==> src/rtl/mrwt_pkg.sv <==
// ============================================================================
// Miller-Rabin witness test package
// Shared widths, sequencer states and the request and response bundles of
// the modular multiplier.
// ============================================================================
package mrwt_pkg;

   // Width of candidate and witness as used by the arithmetic.
   localparam int OPERAND_WIDTH = 32;
   // Fixed widths of the input fields on the ports.
   localparam int CANDIDATE_WIDTH = 32;
   localparam int WITNESS_WIDTH   = 32;

   // Step counter of the multiplier: counts OPERAND_WIDTH down to zero.
   localparam int MM_CNT_WIDTH = $clog2(OPERAND_WIDTH + 1);
   // Count of trailing zeros of n-1, at most OPERAND_WIDTH-1.
   localparam int TWOS_WIDTH = $clog2(OPERAND_WIDTH);

   // Sequencer states of the top level.
   typedef enum logic [3:0] {
      ST_IDLE,
      ST_DECOMP,
      ST_RED_GO,
      ST_RED_WAIT,
      ST_POW_CHECK,
      ST_ACC_GO,
      ST_ACC_WAIT,
      ST_BSQ_GO,
      ST_BSQ_WAIT,
      ST_TEST,
      ST_TSQ_GO,
      ST_TSQ_WAIT,
      ST_FINISH
   } state_type;

   // Request to the modular multiplier: x must be below the modulus.
   typedef struct packed {
      logic                     start;
      logic [OPERAND_WIDTH-1:0] x;
      logic [OPERAND_WIDTH-1:0] y;
   } mm_req_type;

   // Status and result of the modular multiplier.
   typedef struct packed {
      logic                     busy;
      logic                     done;
      logic [OPERAND_WIDTH-1:0] result;
   } mm_rsp_type;

endpackage

==> src/rtl/mrwt_modmul.sv <==
// ============================================================================
// Modular multiplier
// Interleaved shift-add-reduce multiplier: computes x * y mod n one bit of y
// per cycle, most significant bit first, keeping the partial result below n.
// ============================================================================
module mrwt_modmul (
   input  logic                                  clock,
   input  logic                                  reset,
   input  mrwt_pkg::mm_req_type                  mm_req,
   input  logic [mrwt_pkg::OPERAND_WIDTH-1:0]    modulus,
   output mrwt_pkg::mm_rsp_type                  mm_rsp
);

   localparam int OW = mrwt_pkg::OPERAND_WIDTH;
   localparam int CW = mrwt_pkg::MM_CNT_WIDTH;

   logic [OW-1:0] r_ff, r_in;
   logic [OW-1:0] x_ff, x_in;
   logic [OW-1:0] y_ff, y_in;
   logic [OW-1:0] modulus_ff, modulus_in;
   logic [CW-1:0] cnt_ff, cnt_in;
   logic          busy_ff, busy_in;
   logic          done_ff, done_in;

   logic [OW-1:0] addend;
   logic [OW+1:0] sum;
   logic [OW+2:0] diff_one;
   logic [OW+2:0] diff_two;
   logic [OW-1:0] step;

   // One step: r = 2r + bit*x, then bring it back below n. The sum stays
   // below 3n, so subtracting n or 2n is always enough.
   always_comb begin
      addend   = y_ff[OW-1] ? x_ff : '0;
      sum      = {1'b0, r_ff, 1'b0} + {2'b00, addend};
      diff_one = {1'b0, sum} - {3'b000, modulus_ff};
      diff_two = {1'b0, sum} - {2'b00, modulus_ff, 1'b0};
      if (!diff_two[OW+2]) begin
         step = diff_two[OW-1:0];
      end else if (!diff_one[OW+2]) begin
         step = diff_one[OW-1:0];
      end else begin
         step = sum[OW-1:0];
      end
   end

   // Next-value logic of the step counter and operand registers.
   always_comb begin
      r_in       = r_ff;
      x_in       = x_ff;
      y_in       = y_ff;
      modulus_in = modulus_ff;
      cnt_in     = cnt_ff;
      busy_in    = busy_ff;
      done_in    = 1'b0;
      if (mm_req.start) begin
         r_in       = '0;
         x_in       = mm_req.x;
         y_in       = mm_req.y;
         modulus_in = modulus;
         cnt_in     = CW'(OW);
         busy_in    = 1'b1;
      end else if (busy_ff) begin
         r_in   = step;
         y_in   = {y_ff[OW-2:0], 1'b0};
         cnt_in = cnt_ff - CW'(1);
         if (cnt_ff == CW'(1)) begin
            busy_in = 1'b0;
            done_in = 1'b1;
         end
      end
   end

   // Control registers.
   always_ff @(posedge clock) begin
      if (reset) begin
         busy_ff <= 1'b0;
         done_ff <= 1'b0;
         cnt_ff  <= '0;
      end else begin
         busy_ff <= busy_in;
         done_ff <= done_in;
         cnt_ff  <= cnt_in;
      end
   end

   // Operand registers.
   always_ff @(posedge clock) begin
      r_ff       <= r_in;
      x_ff       <= x_in;
      y_ff       <= y_in;
      modulus_ff <= modulus_in;
   end

   assign mm_rsp.busy   = busy_ff;
   assign mm_rsp.done   = done_ff;
   assign mm_rsp.result = r_ff;

`ifndef ASSERT_OFF
   // A finished product is fully reduced.
   a_result_reduced: assert property (@(posedge clock) disable iff (reset)
      done_ff |-> (r_ff < modulus_ff))
      else $error("modmul result not below modulus");

   // A started multiplication is under way in the next cycle.
   a_start_busy: assert property (@(posedge clock) disable iff (reset)
      mm_req.start |=> busy_ff)
      else $error("modmul did not start");

   // While busy, steps remain to be done.
   a_busy_count: assert property (@(posedge clock) disable iff (reset)
      busy_ff |-> (cnt_ff != '0))
      else $error("modmul busy with no steps left");
`endif

endmodule

==> src/rtl/miller_rabin_witness_test_unit.sv <==
// ============================================================================
// Miller-Rabin witness test unit
// Takes a candidate n and a witness a in one beat and returns one verdict:
// probable_prime is 1 when the witness does not prove n composite, and
// invalid_input is 1 (verdict 0) for n below 3. The unit works on one beat
// at a time and stalls its input meanwhile. Its time is set by the shared
// bit-serial modular multiplier and the products that it computes: one
// reduction of a, one squaring and, for a set bit, one multiplication per
// bit of the odd part m of n-1, and up to k-1 squarings of t. On top come
// the exponent check per bit of m, the stripping of each trailing zero of
// n-1 and the sequencing. An early verdict ends the squarings of t, and an
// invalid candidate goes straight from its beat to its verdict.
// ============================================================================
module miller_rabin_witness_test_unit (
   input  logic                                  clock,
   input  logic                                  reset,
   input  logic                                  req_valid,
   output logic                                  req_stall,
   input  logic [mrwt_pkg::CANDIDATE_WIDTH-1:0]  req_candidate,
   input  logic [mrwt_pkg::WITNESS_WIDTH-1:0]    req_witness,
   output logic                                  rsp_valid,
   input  logic                                  rsp_stall,
   output logic                                  rsp_probable_prime,
   output logic                                  rsp_invalid_input
);

   localparam int OW = mrwt_pkg::OPERAND_WIDTH;
   localparam int TW = mrwt_pkg::TWOS_WIDTH;

   mrwt_pkg::state_type state_ff, state_in;

   logic [OW-1:0] n_ff, n_in;
   logic [OW-1:0] a_ff, a_in;
   logic [OW-1:0] odd_ff, odd_in;
   logic [TW-1:0] twos_ff, twos_in;
   logic [TW-1:0] sq_left_ff, sq_left_in;
   logic [OW-1:0] acc_ff, acc_in;
   logic [OW-1:0] base_ff, base_in;
   logic          verdict_ff, verdict_in;
   logic          invalid_ff, invalid_in;
   logic          rsp_valid_ff, rsp_valid_in;
   logic          rsp_prime_ff, rsp_prime_in;
   logic          rsp_invalid_ff, rsp_invalid_in;

   logic [OW-1:0]        req_n;
   logic [OW-1:0]        req_a;
   logic [OW-1:0]        n_minus_one;
   logic                 req_accept;
   logic                 rsp_free;
   mrwt_pkg::mm_req_type mm_req;
   mrwt_pkg::mm_rsp_type mm_rsp;

   assign req_n       = req_candidate[OW-1:0];
   assign req_a       = req_witness[OW-1:0];
   assign n_minus_one = n_ff - OW'(1);
   assign req_stall   = (state_ff != mrwt_pkg::ST_IDLE);
   assign req_accept  = req_valid && !req_stall;
   assign rsp_free    = !rsp_valid_ff || !rsp_stall;

   // Shared modular multiplier.
   mrwt_modmul u_modmul (
      .clock   (clock),
      .reset   (reset),
      .mm_req  (mm_req),
      .modulus (n_ff),
      .mm_rsp  (mm_rsp)
   );

   // Next state of the sequencer.
   always_comb begin
      state_in = state_ff;
      case (state_ff)
         mrwt_pkg::ST_IDLE: begin
            if (req_accept) begin
               state_in = (req_n < OW'(3)) ? mrwt_pkg::ST_FINISH : mrwt_pkg::ST_DECOMP;
            end
         end
         mrwt_pkg::ST_DECOMP: begin
            if (odd_ff[0]) begin
               state_in = mrwt_pkg::ST_RED_GO;
            end
         end
         mrwt_pkg::ST_RED_GO:  state_in = mrwt_pkg::ST_RED_WAIT;
         mrwt_pkg::ST_RED_WAIT: begin
            if (mm_rsp.done) begin
               state_in = mrwt_pkg::ST_POW_CHECK;
            end
         end
         mrwt_pkg::ST_POW_CHECK: begin
            if (odd_ff == '0) begin
               state_in = mrwt_pkg::ST_TEST;
            end else if (odd_ff[0]) begin
               state_in = mrwt_pkg::ST_ACC_GO;
            end else begin
               state_in = mrwt_pkg::ST_BSQ_GO;
            end
         end
         mrwt_pkg::ST_ACC_GO:  state_in = mrwt_pkg::ST_ACC_WAIT;
         mrwt_pkg::ST_ACC_WAIT: begin
            if (mm_rsp.done) begin
               state_in = mrwt_pkg::ST_BSQ_GO;
            end
         end
         mrwt_pkg::ST_BSQ_GO:  state_in = mrwt_pkg::ST_BSQ_WAIT;
         mrwt_pkg::ST_BSQ_WAIT: begin
            if (mm_rsp.done) begin
               state_in = mrwt_pkg::ST_POW_CHECK;
            end
         end
         mrwt_pkg::ST_TEST: begin
            if (acc_ff == OW'(1) || acc_ff == n_minus_one || twos_ff <= TW'(1)) begin
               state_in = mrwt_pkg::ST_FINISH;
            end else begin
               state_in = mrwt_pkg::ST_TSQ_GO;
            end
         end
         mrwt_pkg::ST_TSQ_GO:  state_in = mrwt_pkg::ST_TSQ_WAIT;
         mrwt_pkg::ST_TSQ_WAIT: begin
            if (mm_rsp.done) begin
               if (mm_rsp.result == OW'(1) || mm_rsp.result == n_minus_one ||
                   sq_left_ff == TW'(1)) begin
                  state_in = mrwt_pkg::ST_FINISH;
               end else begin
                  state_in = mrwt_pkg::ST_TSQ_GO;
               end
            end
         end
         mrwt_pkg::ST_FINISH: begin
            if (rsp_free) begin
               state_in = mrwt_pkg::ST_IDLE;
            end
         end
         default: state_in = mrwt_pkg::ST_IDLE;
      endcase
   end

   // Datapath and multiplier requests for each state.
   always_comb begin
      n_in           = n_ff;
      a_in           = a_ff;
      odd_in         = odd_ff;
      twos_in        = twos_ff;
      sq_left_in     = sq_left_ff;
      acc_in         = acc_ff;
      base_in        = base_ff;
      verdict_in     = verdict_ff;
      invalid_in     = invalid_ff;
      rsp_valid_in   = rsp_valid_ff && rsp_stall;
      rsp_prime_in   = rsp_prime_ff;
      rsp_invalid_in = rsp_invalid_ff;
      mm_req.start   = 1'b0;
      mm_req.x       = acc_ff;
      mm_req.y       = base_ff;
      case (state_ff)
         mrwt_pkg::ST_IDLE: begin
            if (req_accept) begin
               n_in       = req_n;
               a_in       = req_a;
               odd_in     = req_n - OW'(1);
               twos_in    = '0;
               verdict_in = 1'b0;
               invalid_in = (req_n < OW'(3));
            end
         end
         // Strip trailing zeros of n-1, one per cycle.
         mrwt_pkg::ST_DECOMP: begin
            if (!odd_ff[0]) begin
               odd_in  = {1'b0, odd_ff[OW-1:1]};
               twos_in = twos_ff + TW'(1);
            end
         end
         // Reduce the witness as 1 * a mod n.
         mrwt_pkg::ST_RED_GO: begin
            mm_req.start = 1'b1;
            mm_req.x     = OW'(1);
            mm_req.y     = a_ff;
         end
         mrwt_pkg::ST_RED_WAIT: begin
            if (mm_rsp.done) begin
               base_in = mm_rsp.result;
               acc_in  = OW'(1);
            end
         end
         mrwt_pkg::ST_ACC_GO: begin
            mm_req.start = 1'b1;
         end
         mrwt_pkg::ST_ACC_WAIT: begin
            if (mm_rsp.done) begin
               acc_in = mm_rsp.result;
            end
         end
         mrwt_pkg::ST_BSQ_GO: begin
            mm_req.start = 1'b1;
            mm_req.x     = base_ff;
         end
         mrwt_pkg::ST_BSQ_WAIT: begin
            if (mm_rsp.done) begin
               base_in = mm_rsp.result;
               odd_in  = {1'b0, odd_ff[OW-1:1]};
            end
         end
         // First check of t = a^m mod n.
         mrwt_pkg::ST_TEST: begin
            verdict_in = (acc_ff == OW'(1) || acc_ff == n_minus_one);
            sq_left_in = twos_ff - TW'(1);
         end
         mrwt_pkg::ST_TSQ_GO: begin
            mm_req.start = 1'b1;
            mm_req.y     = acc_ff;
         end
         // Repeated squaring: n-1 proves nothing, 1 proves composite.
         mrwt_pkg::ST_TSQ_WAIT: begin
            if (mm_rsp.done) begin
               acc_in     = mm_rsp.result;
               verdict_in = (mm_rsp.result == n_minus_one);
               sq_left_in = sq_left_ff - TW'(1);
            end
         end
         mrwt_pkg::ST_FINISH: begin
            if (rsp_free) begin
               rsp_valid_in   = 1'b1;
               rsp_prime_in   = verdict_ff && !invalid_ff;
               rsp_invalid_in = invalid_ff;
            end
         end
         default: begin
         end
      endcase
   end

   // Control registers.
   always_ff @(posedge clock) begin
      if (reset) begin
         state_ff     <= mrwt_pkg::ST_IDLE;
         rsp_valid_ff <= 1'b0;
      end else begin
         state_ff     <= state_in;
         rsp_valid_ff <= rsp_valid_in;
      end
   end

   // Payload registers.
   always_ff @(posedge clock) begin
      n_ff           <= n_in;
      a_ff           <= a_in;
      odd_ff         <= odd_in;
      twos_ff        <= twos_in;
      sq_left_ff     <= sq_left_in;
      acc_ff         <= acc_in;
      base_ff        <= base_in;
      verdict_ff     <= verdict_in;
      invalid_ff     <= invalid_in;
      rsp_prime_ff   <= rsp_prime_in;
      rsp_invalid_ff <= rsp_invalid_in;
   end

   assign rsp_valid          = rsp_valid_ff;
   assign rsp_probable_prime = rsp_prime_ff;
   assign rsp_invalid_input  = rsp_invalid_ff;

`ifndef ASSERT_OFF
   // The multiplier is only started when it is free.
   a_mm_start_free: assert property (@(posedge clock) disable iff (reset)
      mm_req.start |-> !mm_rsp.busy)
      else $error("multiplier started while busy");

   // A finished product arrives only while the sequencer waits for one.
   a_mm_done_waiting: assert property (@(posedge clock) disable iff (reset)
      mm_rsp.done |-> (state_ff == mrwt_pkg::ST_RED_WAIT ||
                       state_ff == mrwt_pkg::ST_ACC_WAIT ||
                       state_ff == mrwt_pkg::ST_BSQ_WAIT ||
                       state_ff == mrwt_pkg::ST_TSQ_WAIT))
      else $error("product arrived outside a wait state");

   // An invalid candidate never carries a prime verdict.
   a_invalid_not_prime: assert property (@(posedge clock) disable iff (reset)
      rsp_valid_ff |-> !(rsp_invalid_ff && rsp_prime_ff))
      else $error("invalid candidate reported prime");
`endif

endmodule
==> config.mk <==
export PLATFORM = sky130hd
export DESIGN_NAME = miller_rabin_witness_test_unit
export DESIGN_NICKNAME = d
export VERILOG_FILES = /design/src/rtl/mrwt_pkg.sv /design/src/rtl/mrwt_modmul.sv /design/src/rtl/miller_rabin_witness_test_unit.sv
export SDC_FILE = /design/constraint.sdc
export NUM_CORES = 1
export LEC_CHECK = 0
export BUFFER_PORTS_ARGS = -buffer_cell sky130_fd_sc_hd__buf_2
export CELL_PAD_IN_SITES_DETAIL_PLACEMENT = 1
export CELL_PAD_IN_SITES_GLOBAL_PLACEMENT = 2
export CORE_MARGIN = 4
export CORE_UTILIZATION = 31
export CTS_CLUSTER_SIZE = 25
export DETAILED_ROUTE_END_ITERATION = 7
export PLACE_DENSITY_LB_ADDON = 0.1
export SKIP_LAST_GASP = 1
export SLEW_MARGIN = 20
export SYNTH_ARGS = -nofsm -noshare
export SYNTH_HDL_FRONTEND = slang
export SYNTH_HIERARCHICAL = 1
export SYNTH_SLANG_ARGS = --single-unit
export TNS_END_PERCENT = 100
==> constraint.sdc <==
create_clock -name clock -period 10.8 [get_ports clock]
set_clock_uncertainty 0.15 [all_clocks]
set_input_delay 1.08 -clock clock [delete_from_list [all_inputs] [get_ports clock]]
set_output_delay 1.08 -clock clock [all_outputs]
set_load 0.02 [all_outputs]
==> results.py <==
metrics = {
    "yosys": {
        "yosysWarnings": 6,
        "synthCells": 2162,
        "synth.cell_area_um2": 21200,
        "synth.net_count": 2338,
        "syn_avg_cell_area_um2": 9.82,
    },
    "floorplan": {
        "die_y_um": 270,
        "die_w_um": 270,
        "start_util_pct": 31.4,
        "coreArea_um2": 67500,
        "pin_count": 72,
        "die_area_um2": 72700,
        "row_count": 95,
    },
    "global_routing": {
        "grt_pass1_wl_um": 120000,
        "grt_antenna_before_repair": 0,
        "grt_overflow": 0,
        "grt_max_degree": 66,
        "grt_usage_pct": 21.6,
        "grt_pass1_vias": 18324,
    },
    "clocking": {
        "clock_latency_ns": 0.56,
        "cts_hold_buf": 0,
        "cts_tree": "yes",
        "clk_pin_slew_ns": 0.06,
        "clock-root-buffer": "clkbuf_16",
        "clock-sinks": 315,
        "ctsResizeCount": 0,
        "clk_path_buf_depth": 3,
        "htreeDepth": 2,
        "cts_setup_buffers": 0,
        "numCtsBuffers": 39,
    },
    "setup_path": {
        "path_max_fanout": 32,
        "arrival_ns": 7.66,
        "crit_top_cell": "a21oi_1",
        "crit_slowest_cell": "nand2_1",
        "startpoint_type": "register",
        "critPathMaxStageDelay_ns": 0.54,
        "path_class": "reg2reg",
        "critPathRequiredTime_ns": 11.07,
        "worst_setup_path_end_kind": "register",
    },
    "sta": {
        "hold_violations": 0,
        "fmax_mhz": 135,
        "slew_headroom_pct": 30.1,
        "setup_tns_ns": 0,
        "rsz0062_at_grt": "false",
        "worstMarginPinSlew_ns": 1.04,
        "layout_min_cycle_time_ns": 7.40,
        "setup-violations-final": 0,
        "slew_viol_final": 0,
        "finalCritPeriodShare_pct": 68.5,
    },
    "detailed_routing": {
        "drtPass1Iterations": 5,
        "wl_um": 81300,
        "via_count": 17656,
        "vias_per_cell": 5.66,
        "final_antenna_net_count": 0,
        "wl_per_cell_um": 26.0,
        "dr.first_iter.drc_count": 1124,
        "drc": 0,
    },
    "final_layout": {
        "diodes": 0,
        "layout-drive-gt1-share_pct": 11.6,
        "final_net_count": 2395,
        "syn2layout_area_growth_pct": 12.5,
    },
    "min_path": {
        "holdCritPathClass": "reg2reg",
    },
    "placement": {
        "port_buffers": 71,
        "gp_congestion": 0.900,
        "dp_hpwl_um": 61100,
    },
    "outcome": {
        "outcome": "finished clean",
    },
    "flow_run": {
        "max_cap_violations": 0,
    },
}
## path summary, 6_finish.rpt
| path | from | end | slack [ns] | depth (start not counted) |
|---|---|---|---|---|
| worst min register to register | invalid_ff | rsp_invalid_input | 0.37 | 0 |
| worst max register to register | u_modmul/y_ff[31] | u_modmul/r_ff[1] | 3.40 | 25 |
| worst min-delay path | invalid_ff | rsp_invalid_input | 0.37 | 0 |
| worst max-delay path | u_modmul/y_ff[31] | u_modmul/r_ff[1] | 3.40 | 25 |
## critical path, delay by kind of cell, from the launching register on
family / cells / cell delay (ns)
AO/OA/AOI/OAI: 14 / 3.74
AND/OR/NAND/NOR: 4 / 0.96
buffers and inverters: 3 / 0.64
adder cells (fa/ha/maj): 3 / 1.00
XOR/XNOR: 1 / 0.39
flip-flops: 1 / 0.32
## state kept, by name, indices dropped and copies added (netlist names), 4 cells and up
| signal | flops |
|---|---|
| acc_ff | 32 |
| twos_ff | 5 |
| odd_ff | 32 |
| u_modmul/cnt_ff | 6 |
| u_modmul/modulus_ff | 32 |
| n_ff | 32 |
| u_modmul/y_ff | 32 |
| a_ff | 32 |
| u_modmul/x_ff | 32 |
| state_ff | 4 |
| u_modmul/r_ff | 32 |
| base_ff | 32 |
| sq_left_ff | 5 |
## per-layer routing
| metal | routed length [um] | part of all wire, % | track usage, % |
|---|---|---|---|
| met1 | 35500 | 44 | 28.1 |
| met2 | 39200 | 48 | 37.0 |
| met3 | 3530 | 4.3 | 2.97 |
| met4 | 3020 | 3.7 | 7.16 |
| met5 | 0 | 0 | 0 |
## cells in the final DEF (no fill, tap or decap), drive strengths merged, types with 10 or more instances in the layout
cell type,n
edfxtp,270
or3,18
nand3b,10
nand4,30
or4,17
nor4,56
a22o,32
and3,46
o21a,16
xnor2,118
xor2,65
inv,91
clkbuf,54
o32ai,10
a211oi,31
mux2i,46
nand2,137
ha,105
a31oi,28
buf,118
nor2,177
and2,39
nor3,59
nor2b,17
mux2,35
nand2b,27
o21ai,138
o211ai,20
nand3,50
a21o,46
a21oi,140
dfxtp,45
## area by class of cell
type                       instances  area (um2)
clock buffer                      54        1070
clock inverter                    16         191
fill                            7659       43700
inverter                          91         344
multi-input combinational       1654       11400
sequential                       315        9010
tap                              873        1090
timing repair buffer             118         708
## through the flow
stage	instances	instance area, um2	utilization, %	worst slack, ns	hold WS [ns]
2_1_floorplan	2162	21200	-	3.58	0.271
3_3_place_gp	3051	22600	33.5	3.64	0.333
3_5_place_dp	3051	22600	33.5	3.57	0.315
4_1_cts	3121	23900	35.3	3.49	0.356
5_1_grt	3121	23900	35.3	2.92	0.367
6_report	3121	23900	35.3	3.40	0.365
Power is left out: the tool's default activity adds up to more than one toggle a clock period on the data nets, which glitch-free logic cannot reach.
